[config.mk]
export PLATFORM = sky130hd
export DESIGN_NAME = tbso_tilt_map
export DESIGN_NICKNAME = d
export VERILOG_FILES = /design/src/assert_macros.svh /design/src/tbso_pkg.sv /design/src/tbso_tilt_map.sv
export SDC_FILE = /design/constraint.sdc
export NUM_CORES = 1
export LEC_CHECK = 0
export ABC_AREA = 1
export BUFFER_PORTS_ARGS = -buffer_cell sky130_fd_sc_hd__buf_2
export CORE_ASPECT_RATIO = 1.4
export CORE_UTILIZATION = 30
export DETAILED_ROUTE_END_ITERATION = 8
export PLACE_DENSITY_LB_ADDON = 0.3
export REMOVE_ABC_BUFFERS = 1
export SYNTH_ARGS = -nofsm -noshare
export SYNTH_HDL_FRONTEND = slang
export SYNTH_SLANG_ARGS = --single-unit
[constraint.sdc]
create_clock -name vclk -period 6.6
set_input_delay 0.66 -clock vclk [all_inputs]
set_output_delay 0.66 -clock vclk [all_outputs]
set_load 0.02 [all_outputs]
[src/assert_macros.svh]
// assertion macros shared by the tilt bubble overlay rtl
// no dependencies; include by bare file name
`ifndef ASSERT_MACROS_SVH
`define ASSERT_MACROS_SVH

// clocked check, masked while reset is high
`define ASSERT_CLK(label, prop, msg) \
   label: assert property (@(posedge clock) disable iff (reset) (prop)) \
      else $error(msg);

// condition that must never be seen at a clock edge
`define ASSERT_NEVER(label, cond, msg) \
   `ASSERT_CLK(label, !(cond), msg)

`endif

[src/tbso_pkg.sv]
// shared constants, types and helpers of the tilt bubble overlay
// no dependencies
package tbso_pkg;

   localparam int DISPLAY_COLS  = 128;
   localparam int DISPLAY_PAGES = 8;
   localparam int DISPLAY_ROWS  = DISPLAY_PAGES * 8;
   localparam int FRAME_BYTES   = DISPLAY_COLS * DISPLAY_PAGES;

   localparam int COL_W  = $clog2(DISPLAY_COLS);
   localparam int PAGE_W = $clog2(DISPLAY_PAGES);
   localparam int ROW_W  = $clog2(DISPLAY_ROWS);
   localparam int ADDR_W = $clog2(FRAME_BYTES);

   // crosshair background
   localparam int BG_COL  = DISPLAY_COLS / 2;
   localparam int BG_PAGE = (DISPLAY_ROWS / 2) / 8;
   localparam int BG_BIT  = (DISPLAY_ROWS / 2) % 8;

   localparam logic [7:0] SPRITE_COLS [8] = '{
      8'h3C, 8'h7E, 8'hFF, 8'hFF, 8'hFF, 8'hFF, 8'h7E, 8'h3C
   };

   typedef struct packed {
      logic [COL_W-1:0]  left;
      logic [COL_W-1:0]  right;
      logic [PAGE_W-1:0] first_page;
      logic [PAGE_W-1:0] last_page;
      logic              sprite_en;
      logic [COL_W-1:0]  sprite_col;   // left column of the sprite box
      logic [ROW_W-1:0]  sprite_row;   // top row of the sprite box
   } sweep_cmd_type;

   typedef struct packed {
      logic busy;
      logic done;
   } sweep_stat_type;

   typedef struct packed {
      logic              en;
      logic [ADDR_W-1:0] addr;
      logic [7:0]        data;
   } ram_wr_type;

   function automatic logic [ADDR_W-1:0] frame_addr(input logic [COL_W-1:0] col,
                                                    input logic [PAGE_W-1:0] page);
      return ADDR_W'(page) * ADDR_W'(DISPLAY_COLS) + ADDR_W'(col);
   endfunction

endpackage

[src/tbso_tilt_map.sv]
// maps tilt and zero offsets (signed q8.8 degrees) to a clamped bubble centre
// depends on tbso_pkg
module tbso_tilt_map (
   input  logic signed [16:0]          tilt_x,
   input  logic signed [16:0]          tilt_y,
   input  logic signed [16:0]          zero_x,
   input  logic signed [16:0]          zero_y,
   output logic [tbso_pkg::COL_W-1:0]  center_col,
   output logic [tbso_pkg::ROW_W-1:0]  center_row
);

   localparam logic signed [20:0] X_MID = 21'(tbso_pkg::DISPLAY_COLS / 2 * 256);
   localparam logic signed [20:0] Y_MID = 21'(tbso_pkg::DISPLAY_ROWS / 2 * 256);
   localparam logic signed [20:0] LO    = 21'(4 * 256);
   localparam logic signed [20:0] X_HI  = 21'((tbso_pkg::DISPLAY_COLS - 5) * 256);
   localparam logic signed [20:0] Y_HI  = 21'((tbso_pkg::DISPLAY_ROWS - 5) * 256);

   logic signed [17:0] dx;
   logic signed [17:0] dy;
   logic signed [20:0] tx;
   logic signed [20:0] ty;
   logic signed [20:0] tx_c;
   logic signed [20:0] ty_c;

   always_comb begin
      dx = $signed({tilt_x[16], tilt_x}) - $signed({zero_x[16], zero_x});
      dy = $signed({tilt_y[16], tilt_y}) - $signed({zero_y[16], zero_y});
      tx = X_MID + $signed({{2{dx[17]}}, dx, 1'b0});
      ty = Y_MID - $signed({{2{dy[17]}}, dy, 1'b0});

      if (tx < LO)        tx_c = LO;
      else if (tx > X_HI) tx_c = X_HI;
      else                tx_c = tx;

      if (ty < LO)        ty_c = LO;
      else if (ty > Y_HI) ty_c = Y_HI;
      else                ty_c = ty;
   end

   // clamped values are positive, so taking the integer bits truncates
   assign center_col = tx_c[8 +: tbso_pkg::COL_W];
   assign center_row = ty_c[8 +: tbso_pkg::ROW_W];

endmodule

==> results.ini <==
[run_status]
outcome = finished clean

[placed_design]
place.gp.congestion = 0.9170
dp_hpwl_um = 6919
io_buffers = 81
pre_cts_ws_ns = 2.576

[timing]
tightest_slew_ns = 0.4195
hold_viol = 0
fmax_ghz = 0.2472
setup_ws_ns = 2.555
min_period_over_period_pct = 61.29
finalCriticalPeriod_ns = 4.045
setup_violations = 0
final_max_slew_viol_count = 0
rsz0062_at_grt = no
final.setup.tns_ns = 0
max_slew_margin_pct = 72.03
holdWs_ns = 1.980

[floorplanning]
coreArea_um2 = 9459
die_area_um2 = 10100
floorplan.initialDensity_pct = 30.75
num_io_pins = 81
std_cell_rows = 42
die_height_um = 118.5
die_w_um = 85.23

[critical_path]
cp_slowest_cell = fa_1
path_cells = buf_2, inv_1, ha_1, inv_1, fa_1, nand3_1, nand2_1, nand2_1, nand3_1, nand3_1, nand2_1, nand2_1, nand2_1, inv_1, ha_1, nor3b_1, nand2_1, nand2_1, nand2_1, nand2_1, nand2_2, a21oi_1, buf_2
critPathBufInv = 5
critical_path.max_fanout = 7
slowest_delay_ns = 0.40
crit_arrival_ns = 3.38
critPathTopFamily = simple AND/OR/NAND/NOR gates
startpoint_type = input pin
crit_type = in2out
crit_path_end_kind = output port
cpMostUsedCell = nand2_1
required_ns = 5.94

[route]
ant_nets = 0
vias = 3629
drtPass1Iterations = 5
routed_via_density = 4.731
drtIter0Drc = 51
drt-total-wl_um = 7629
drc = 0
wire_per_inst_um = 9.947

[final_layout]
fin_nets = 765
multi_input_area_um2 = 2417
drive_gt1_share_pct = 18.72
syn2layout_area_growth_pct = 18.67
fillers = 1107
n_antenna_cell = 0
seq_cell_count = 0
seq_area_um2 = 0
n_clock_buffer = 0

[synthesis]
synth_area_leaders = nand2_1 25%, inv_1 16%, ha_1 15%, nand3_1 9.3%, a21oi_1 6.0%
synth_top_area_share_pct = 25.16
syn_area_per_cell_um2 = 5.050
ys_types = 28
syn-instance-count = 576
synth-seq-area-share_pct = 0
synthTopCellsByCount = 195 x nand2_1, 125 x inv_1, 54 x nand3_1, 36 x ha_1, 36 x nor2_1
yosysMostFrequentCell = nand2_1
synth_area_leader_cell = nand2_1
synthesis.area_um2 = 2909
ys.warnings.count = 0

[global_route]
first_global_vias = 3332
grt-busiest-layer = met2
use_met2_pct = 33.06
grt_pass1_wl_um = 12860
grt_start_max_net_pins = 8
grt_overflow = 0
antenna_found_initial = 0
met3_usage_pct = 0.1397
grt.met1_usage_pct = 14.16
track_usage_pct = 14.99

[job]
drv_cap = 0

[power]
p_leak_nw = 2.249
total_power_w = 0.0003759
power_density_nw_per_um2 = 108.9
vdd_drop_max_v = 0.00003734

[cts]
cts_setup_buffers = 0
cts_resized = 0
cts_hold_buf = 0

[hold_path]
hold_path_class = in2out

-- per-layer routing --
metal,vias to the layer above,routed length (um),part of all wire [%]
met2,78,4155,54
met3,18,214,2.8
li1,1963,-,-
met5,-,0,0
met1,1570,3005,39
met4,0,252,3.3
-- layout by cell type (no fill, tap or decap), drive strengths merged, types with 5 or more instances in the layout --
cell     n
a21oi   36
nor2    43
inv    131
nand2  216
nand4   18
o21ai    5
buf     81
nand3   58
ha      36
nor3     6
xor2     6
-- through the flow --
step | cell area (um2) | util (%) | std cells
2_1_floorplan | 2909 | - | 576
3_3_place_gp | 3452 | 36.49 | 767
3_5_place_dp | 3452 | 36.49 | 767
4_1_cts | 3452 | 36.49 | 767
5_1_grt | 3452 | 36.49 | 767
6_report | 3452 | 36.49 | 767
-- cell families after synthesis --
family	synth area share, %
xor gates and xnor gates	3.011
AOI/OAI and AO/OA	10.02
and+or+nand+nor	53.20
adders and majority gates	16.86
buffers and inverters	16.90
-- area by class of cell --
class	count	share of cell area (%)
timing repair buffer	81	11.74
tap	110	3.987
inverter	131	14.24
multi-input combinational	445	70.03
-- power breakdown --
part / total (W) / leakage (nW) / switching (W) / internal, W
Sequential: 0 / 0 / 0 / 0
Combinational: 0.000376 / 2.25 / 0.000242 / 0.000134
Clock: 0 / 0 / 0 / 0
-- path summary, 6_finish.rpt --
kind                  startpoint            end  slack [ns]  cells past startpoint
worst max-delay path   tilt_x[0]  center_col[0]        2.56                     23
worst min-delay path   tilt_x[7]  center_col[0]        1.98                      6
-- worst min-delay path: stages --
cell and delay (ns):
buf_2 0.08, ha_1 0.19, xor2_1 0.12, inv_1 0.06, a21oi_1 0.06, buf_2 0.15
Power figures use the tool's default switching activity.
