==> config.mk <==
export PLATFORM = sky130hd
export DESIGN_NAME = tbso_sweep
export DESIGN_NICKNAME = d
export VERILOG_FILES = /design/src/assert_macros.svh /design/src/tbso_pkg.sv /design/src/tbso_sweep.sv
export SDC_FILE = /design/constraint.sdc
export NUM_CORES = 1
export LEC_CHECK = 0
export BUFFER_PORTS_ARGS = -buffer_cell sky130_fd_sc_hd__buf_2
export CORE_ASPECT_RATIO = 0.8
export CORE_MARGIN = 3
export CORE_UTILIZATION = 25
export DETAILED_ROUTE_END_ITERATION = 12
export GPL_ROUTABILITY_DRIVEN = 0
export GPL_TIMING_DRIVEN = 0
export PLACE_DENSITY = 0.43
export SLEW_MARGIN = 0
export SYNTH_ARGS = -nofsm -noshare
export SYNTH_HDL_FRONTEND = slang
export SYNTH_SLANG_ARGS = --single-unit
==> constraint.sdc <==
create_clock -name clock -period 4.2 [get_ports clock]
set_input_delay 0.84 -clock clock [delete_from_list [all_inputs] [get_ports clock]]
set_output_delay 0.84 -clock clock [all_outputs]
set_load 0.02 [all_outputs]
==> src/assert_macros.svh <==
// assertion macros shared by the tilt bubble overlay rtl
// no dependencies; include by bare file name
`ifndef ASSERT_MACROS_SVH
`define ASSERT_MACROS_SVH

// clocked check, masked while reset is high
`define ASSERT_CLK(label, prop, msg) \
   label: assert property (@(posedge clock) disable iff (reset) (prop)) \
      else $error(msg);

// condition that must never be seen at a clock edge
`define ASSERT_NEVER(label, cond, msg) \
   `ASSERT_CLK(label, !(cond), msg)

`endif

==> src/tbso_pkg.sv <==
// shared constants, types and helpers of the tilt bubble overlay
// no dependencies
package tbso_pkg;

   localparam int DISPLAY_COLS  = 128;
   localparam int DISPLAY_PAGES = 8;
   localparam int DISPLAY_ROWS  = DISPLAY_PAGES * 8;
   localparam int FRAME_BYTES   = DISPLAY_COLS * DISPLAY_PAGES;

   localparam int COL_W  = $clog2(DISPLAY_COLS);
   localparam int PAGE_W = $clog2(DISPLAY_PAGES);
   localparam int ROW_W  = $clog2(DISPLAY_ROWS);
   localparam int ADDR_W = $clog2(FRAME_BYTES);

   // crosshair background
   localparam int BG_COL  = DISPLAY_COLS / 2;
   localparam int BG_PAGE = (DISPLAY_ROWS / 2) / 8;
   localparam int BG_BIT  = (DISPLAY_ROWS / 2) % 8;

   localparam logic [7:0] SPRITE_COLS [8] = '{
      8'h3C, 8'h7E, 8'hFF, 8'hFF, 8'hFF, 8'hFF, 8'h7E, 8'h3C
   };

   typedef struct packed {
      logic [COL_W-1:0]  left;
      logic [COL_W-1:0]  right;
      logic [PAGE_W-1:0] first_page;
      logic [PAGE_W-1:0] last_page;
      logic              sprite_en;
      logic [COL_W-1:0]  sprite_col;   // left column of the sprite box
      logic [ROW_W-1:0]  sprite_row;   // top row of the sprite box
   } sweep_cmd_type;

   typedef struct packed {
      logic busy;
      logic done;
   } sweep_stat_type;

   typedef struct packed {
      logic              en;
      logic [ADDR_W-1:0] addr;
      logic [7:0]        data;
   } ram_wr_type;

   function automatic logic [ADDR_W-1:0] frame_addr(input logic [COL_W-1:0] col,
                                                    input logic [PAGE_W-1:0] page);
      return ADDR_W'(page) * ADDR_W'(DISPLAY_COLS) + ADDR_W'(col);
   endfunction

endpackage

==> src/tbso_sweep.sv <==
// walks a box of frame bytes one per cycle and writes background or'd with sprite
// depends on tbso_pkg
module tbso_sweep (
   input  logic                     clock,
   input  logic                     reset,
   input  logic                     start,
   input  tbso_pkg::sweep_cmd_type  cmd,
   output tbso_pkg::sweep_stat_type stat,
   output tbso_pkg::ram_wr_type     wr
);

   logic                          busy_ff;
   logic [tbso_pkg::COL_W-1:0]    col_ff;
   logic [tbso_pkg::PAGE_W-1:0]   page_ff;
   tbso_pkg::sweep_cmd_type       cmd_ff;

   logic                          last_col;
   logic                          last_page;
   logic [7:0]                    bg;
   logic [7:0]                    spr;
   logic [7:0]                    spr_col;
   logic [tbso_pkg::COL_W-1:0]    col_off;
   logic signed [tbso_pkg::ROW_W+1:0] row_off;
   logic signed [tbso_pkg::ROW_W+1:0] row_neg;

   always_ff @(posedge clock) begin
      if (reset) begin
         busy_ff <= 1'b0;
      end else if (start) begin
         busy_ff <= 1'b1;
      end else if (busy_ff && last_col && last_page) begin
         busy_ff <= 1'b0;
      end
   end

   always_ff @(posedge clock) begin
      if (start) begin
         cmd_ff  <= cmd;
         col_ff  <= cmd.left;
         page_ff <= cmd.first_page;
      end else if (busy_ff) begin
         if (last_col) begin
            col_ff  <= cmd_ff.left;
            page_ff <= page_ff + tbso_pkg::PAGE_W'(1);
         end else begin
            col_ff <= col_ff + tbso_pkg::COL_W'(1);
         end
      end
   end

   assign last_col  = (col_ff == cmd_ff.right);
   assign last_page = (page_ff == cmd_ff.last_page);

   always_comb begin
      bg = 8'h00;
      if (32'(col_ff) == tbso_pkg::BG_COL) bg = 8'hFF;
      if (32'(page_ff) == tbso_pkg::BG_PAGE) bg[tbso_pkg::BG_BIT] = 1'b1;

      col_off = col_ff - cmd_ff.sprite_col;
      spr_col = 8'h00;
      if (cmd_ff.sprite_en && col_ff >= cmd_ff.sprite_col &&
          32'(col_off) < 8) begin
         spr_col = tbso_pkg::SPRITE_COLS[col_off[2:0]];
      end

      // sprite row offset against the top row of this page
      row_off = $signed({2'b00, cmd_ff.sprite_row}) - $signed({2'b00, page_ff, 3'b000});
      row_neg = -row_off;
      if (row_off >= 0 && row_off < 8) begin
         spr = spr_col << row_off[2:0];
      end else if (row_off < 0 && row_off > -8) begin
         spr = spr_col >> row_neg[2:0];
      end else begin
         spr = 8'h00;
      end
   end

   assign wr.en   = busy_ff;
   assign wr.addr = tbso_pkg::frame_addr(col_ff, page_ff);
   assign wr.data = bg | spr;

   assign stat.busy = busy_ff;
   assign stat.done = busy_ff && last_col && last_page;

endmodule

==> results of run 1 <==
[how the worst min path moves through the flow]
| stage | depth (start not counted) | to |
|---|---|---|
| floorplan | 2 | busy_ff |
| global route | 2 | busy_ff |
| detailed placement | 2 | busy_ff |
| finish | 2 | busy_ff |
| global placement | 2 | busy_ff |
| CTS | 2 | busy_ff |
[per-layer routing]
metal,global-route usage,vias to the layer above,share of wire
li1,-,1062,-
met1,0.158,959,0.53
met2,0.173,36,0.44
met3,0.0205,7,0.031
met4,0.0267,0,0.0067
met5,0,-,0
[cell families (layout without fill, tap and decap cells)]
| kind of cell | count (synthesis) | after routing | synth area share |
|---|---|---|---|
| DFF | 42 | 42 | 0.458 |
| and+or+nand+nor | 73 | 73 | 0.135 |
| AOI/OAI and AO/OA | 62 | 62 | 0.157 |
| muxes | 6 | 6 | 0.0229 |
| xor gates and xnor gates | 25 | 25 | 0.0856 |
| buffers and inverters | 30 | 97 | 0.0494 |
| adders and majority gates | 19 | 19 | 0.0924 |
[cell type report]
type                       count  area (sq um)  area share
timing repair buffer          59           300      0.0885
sequential                    42          1250       0.369
clock buffer                   7           143      0.0420
tap                          140           175      0.0516
buffer                        10          60.1      0.0177
inverter                      20          75.1      0.0221
clock inverter                 1          30.0     0.00885
multi-input combinational    185          1360       0.400
[Yosys cell counts (2+ instances only)]
cell and count:
buf_4 3, fa_1 2, mux2i_1 4, nand3_1 4, nor2_1 14, a21oi_1 11, nor4_1 2, inv_1 20
nand3b_1 3, nor3_1 7, nand2_1 27, xnor2_1 16, and3_1 2, buf_2 3, nand2b_1 4, a22oi_1 2
a211oi_1 4, xor2_1 8, o21a_1 2, o211ai_1 2, clkbuf_1 3, mux2_2 2, o31ai_1 7, o21ai_0 20
edfxtp_1 41, nand4_1 2, ha_1 17
[worst max-delay path: cells and delay by family, from the launching register on]
family                     cells  cell delay, ns
adders and majority gates      2            0.69
muxes                          1            0.25
and+or+nand+nor                2            0.57
AOI/OAI and AO/OA              3            0.37
DFF                            1            0.49
buffers and inverters          3            0.45
[report_power, final]
group | switching, W | internal (W) | leakage [nW]
Combinational | 0.000249 | 0.000187 | 0.930
Clock | 0.000153 | 0.000297 | 0.0841
Sequential | 0.0000329 | 0.000504 | 0.413
[registers in the layout, summed over array words and instances, names as in the netlist]
name	cells
col_ff	7
cmd_ff	31
page_ff	3
busy_ff	1
[stage by stage]
stage                     instances  total power [W]
after floorplan                 257         0.000860
after global placement          454         0.000973
after detailed placement        454         0.000977
after CTS                       462          0.00143
after global routing            464          0.00151
final                           464          0.00142
[timing repair]
action                                  in CTS  in global routing
endpoints found under the setup margin       0                  4
setup buffers                                0                  2
hold buffers                                 0                  0
resized for setup                            0                  3
==> impl_metrics.env, run 1 <==
export IMPL_area_growth_pct=24.1
export IMPL_layout_setup_ws_ns=0.267
export IMPL_first_pass_iters=4
export IMPL_groute_usage_overall=0.111
export IMPL_tns_ns=0
export IMPL_totalWireLength_mm=6.61
export IMPL_grt_pass1_vias=2139
export IMPL_reg2reg_to="page_ff[1]"
export IMPL_worstPathMaxFanout=8
export IMPL_cts_root_buffer="clkbuf_16"
export IMPL_clock_latency_ns=0.28
export IMPL_synth_top_cell_area_share=0.450
export IMPL_grt_pass1_wl_mm=10.7
export IMPL_synth_largest_area_cell="edfxtp_1"
export IMPL_ir_drop_mv=0.194
export IMPL_start_util=0.262
export IMPL_rr_worst_depth=7
export IMPL_synth_area_per_cell_sq_um=10.6
export IMPL_finalHoldViolCount=0
export IMPL_fmax_mhz=254
export IMPL_ant_nets=0
export IMPL_stdcell_area_sq_um=3390
export IMPL_die_h_microns=99.5
export IMPL_worstPathArrival_ns=3.09
export IMPL_core_area_sq_um=10400
export IMPL_clock_skew_ns=0.00260
export IMPL_path_class="reg2out"
export IMPL_pin_count=58
export IMPL_dieArea_sq_um=12200
export IMPL_status="finished, final reports clean"
export IMPL_place_ws_ns=0.431
export IMPL_syn_nets=313
export IMPL_cp_required_ns=3.36
export IMPL_powerDensity_nw_per_um2=419
export IMPL_hpwl_mm=4.92
export IMPL_clk_pin_slew_ns=0.06
export IMPL_cts_tree="yes"
export IMPL_startpoint_type="flip-flop"
export IMPL_async_flop_share=0
export IMPL_yosys_top_cells_area="edfxtp_1 45%, ha_1 7.8%, xnor2_1 5.1%"
export IMPL_rrSetupSlack_ns=1.99
export IMPL_worst_slew_pin_slew_ns=0.780
export IMPL_ys_seq_area_frac=0.458
export IMPL_p_leak_nw=1.43
export IMPL_hp_start="busy_ff"
export IMPL_dpl_instance_area_sq_um=3190
export IMPL_vias=2064
export IMPL_synth_distinct_cells=52
export IMPL_clock_sinks=42
export IMPL_max_cap_violations=0
export IMPL_syn_area_sq_um=2730
export IMPL_mostFrequentLayoutCells="60 x buf_2, 41 x edfxtp_1, 27 x nand2_1, 20 x inv_1, 20 x o21ai_0"
export IMPL_fillers=1106
export IMPL_synth_enable_flop_cells=41
export IMPL_synth_top_flop_cell="edfxtp_1"
export IMPL_crit_end="wr[6]"
export IMPL_drc=0
export IMPL_numCtsBuffers=5
export IMPL_drt_initial_drc_count=51
export IMPL_postLayoutCoreUtil=0.325
export IMPL_diodes=0
export IMPL_layout_commonest_cell="buf_2"
export IMPL_end_kind="primary output"
export IMPL_slowest_delay_ns=0.49
export IMPL_crit_path_cell_trace="inv_1 > ha_1 > fa_1 > buf_6 > or3b_1 > mux2i_2 > o21ai_0 > and3_1 > a211oi_1 > o31ai_1 > buf_2"
export IMPL_hold_worst_slack_ns=0.532
export IMPL_yosys_warnings=0
export IMPL_htree_levels=2
export IMPL_slew_violations=0
export IMPL_port_buffers=57
export IMPL_avgRoutedWirePerCell_microns=14.3
export IMPL_layout_drive_gt1_share=0.275
export IMPL_vias_per_cell=4.45
export IMPL_dieWidth_microns=123
export IMPL_syn_inst=257
export IMPL_setup_violations=0
export IMPL_hp_class="reg2reg"
export IMPL_rows=33
export IMPL_grt_max_degree=33
export IMPL_final_nets=379
export IMPL_clock_path_buffers=2
export IMPL_ys_ff_latch=42
export IMPL_finalCriticalPeriod_ns=3.93
export IMPL_overflow=0
export IMPL_critPathLaunch="col_ff[0]"
export IMPL_antenna_found_initial=0
export IMPL_rsz0062_at_grt="false"
export IMPL_cp_slowest_cell="edfxtp_1"
export IMPL_finalCritPeriodShare=0.936
export IMPL_maxSlewHeadroom=0.480
export IMPL_r2r_start="col_ff[5]"
No activity file was read; power rests on OpenSTA's default activity.
==> inputs of run 2 (changes only) <==
Settings changed: RECOVER_POWER set to 50.
==> run 2 against run 1 <==
Register-to-register slack is essentially flat. Combinational power hardly changed. Setup slack about the same. First-iteration DRC count did not move. Maximum frequency barely moved. Sequential power about the same. Final cell count did not move. The run now ends with max-capacitance violations, max-slew violations left. Sequential cell count unchanged. Worst hold slack improved by 0.00061 ns. Clock skew is essentially flat. Wire length rose by 0.35%.
==> impl_metrics.env, run 2 (synthesized netlist as in run 1, its figures left out) <==
export IMPL_status="complete, but fails checks"
export IMPL_violations="max-capacitance violations, max-slew violations"
export IMPL_avgRoutedWirePerCell_microns=14.3
export IMPL_die_h_microns=99.5
export IMPL_startpoint_type="flip-flop"
export IMPL_rsz0062_at_grt="false"
export IMPL_drt_initial_drc_count=51
export IMPL_core_area_sq_um=10400
export IMPL_tns_ns=0
export IMPL_clock_sinks=42
export IMPL_hp_class="reg2reg"
export IMPL_hpwl_mm=4.92
export IMPL_start_util=0.262
export IMPL_largest_register="cmd_ff"
export IMPL_totalWireLength_mm=6.64
export IMPL_layout_setup_ws_ns=0.267
export IMPL_fmax_mhz=254
export IMPL_diodes=0
export IMPL_cp_required_ns=3.36
export IMPL_finalHoldViolCount=0
export IMPL_p_leak_nw=1.41
export IMPL_pin_count=58
export IMPL_p_int_w=0.000988
export IMPL_layout_drive_gt1_share=0.256
export IMPL_p_sw_frac=0.305
export IMPL_met1Wirelength_mm=3.50
export IMPL_setup_violations=0
export IMPL_groute_usage_overall=0.111
export IMPL_cts_tree="yes"
export IMPL_antenna_found_initial=0
export IMPL_maxSlewHeadroom=-0.251
export IMPL_p_comb_frac=0.306
export IMPL_overflow=0
export IMPL_path_class="reg2out"
export IMPL_ant_nets=0
export IMPL_grt_pass1_vias=2139
export IMPL_clock_skew_ns=0.00260
export IMPL_grt_max_degree=33
export IMPL_dieWidth_microns=123
export IMPL_reg_top3="cmd_ff x31, col_ff x7, page_ff x3"
export IMPL_worst_slew_pin_slew_ns=1.88
export IMPL_vias_per_cell=4.44
export IMPL_mostFrequentLayoutCells="54 x buf_2, 41 x edfxtp_1, 27 x nand2_1, 20 x inv_1, 20 x o21ai_0"
export IMPL_slew_violations=33
export IMPL_place_ws_ns=0.431
export IMPL_numCtsBuffers=5
export IMPL_vias=2061
export IMPL_highest_layer="met4"
export IMPL_finalCritPeriodShare=0.937
export IMPL_clock_latency_ns=0.28
export IMPL_layout_commonest_cell="buf_2"
export IMPL_dr_wl_met3_microns=197
export IMPL_finalCriticalPeriod_ns=3.93
export IMPL_worstPathArrival_ns=3.09
export IMPL_largest_reg_flops=31
export IMPL_htree_levels=2
export IMPL_final_nets=379
export IMPL_first_pass_iters=4
export IMPL_dieArea_sq_um=12200
export IMPL_area_growth_pct=23.8
export IMPL_powerDensity_nw_per_um2=420
export IMPL_met2_length_mm=2.89
export IMPL_ir_drop_mv=0.194
export IMPL_pwr_share_clk=0.316
export IMPL_seqPwrFrac=0.378
export IMPL_drc=0
export IMPL_clk_pin_slew_ns=0.06
export IMPL_rows=33
export IMPL_clock_path_buffers=2
export IMPL_max_cap_violations=1
export IMPL_worstPathMaxFanout=8
export IMPL_port_buffers=57
export IMPL_end_kind="primary output"
export IMPL_grt_pass1_wl_mm=10.7
export IMPL_cts_root_buffer="clkbuf_16"
export IMPL_switchingPower_w=0.000434
run 2: cell count changes in the layout (fill, tap and decap cells not counted):
cell / delta
buf_2: -6
clkbuf_1: +6
run 2: final cells by class:
class | count | area (sq um)
fillers | 1106 | 7060
multi-input cells | 185 | 1360
flip-flops and latches | 42 | 1250
repair buffers | 59 | 293
well taps | 140 | 175
clock buffers | 7 | 143
inverters | 20 | 75.1
plain buffers | 10 | 60.1
clock inverters | 1 | 30.0
run 2: power by group through the flow:
stage	combinational (W)	sequential (W)	clock (W)
after detailed placement	0.000429	0.000548	0
after floorplan	0.000310	0.000550	0
final	0.000435	0.000538	0.000450
after CTS	0.000431	0.000540	0.000463
after global placement	0.000424	0.000548	0
after global routing	0.000486	0.000543	0.000479
run 2: layer usage:
layer  global-route usage  vias to the layer above
met5                    0                        -
met4               0.0267                        0
met3               0.0205                        7
met2                0.173                       36
met1                0.158                      956
li1                     -                     1062
run 2: worst max-delay path, cell delays in order (launching register included):
cell,delay (ns)
edfxtp_1,0.49
inv_1,0.11
ha_1,0.24
fa_1,0.45
buf_6,0.15
or3b_1,0.39
mux2i_2,0.25
o21ai_0,0.10
and3_1,0.18
a211oi_1,0.17
o31ai_1,0.10
buf_2,0.19
run 2: path summary, 6_finish.rpt:
path | startpoint | end | slack [ns] | cells after the start
max reg2reg | col_ff[5] | page_ff[1] | 1.99 | 7
min | busy_ff | busy_ff | 0.53 | 2
max | col_ff[0] | wr[6] | 0.27 | 11
min reg2reg | busy_ff | busy_ff | 0.53 | 2
run 2: metrics by stage:
| stage | instances | utilization | cell area, sq um | power, W | hold slack (ns) |
|---|---|---|---|---|---|
| CTS | 462 | 0.322 | 3370 | 0.00143 | 0.537 |
| detailed placement | 454 | 0.306 | 3190 | 0.000977 | 0.527 |
| finish | 464 | 0.324 | 3390 | 0.00142 | 0.533 |
| floorplan | 257 | - | 2730 | 0.000860 | 0.482 |
| global placement | 454 | 0.306 | 3190 | 0.000973 | 0.505 |
| global route | 464 | 0.324 | 3390 | 0.00151 | 0.586 |
run 2: what timing repair did:
| item | in CTS | in global routing |
|---|---|---|
| hold buffers | 0 | 0 |
| setup buffers | 0 | 2 |
| endpoints found under the hold margin | 0 | 0 |
| gates resized for setup | 0 | 3 |
| setup endpoints to repair | 0 | 4 |
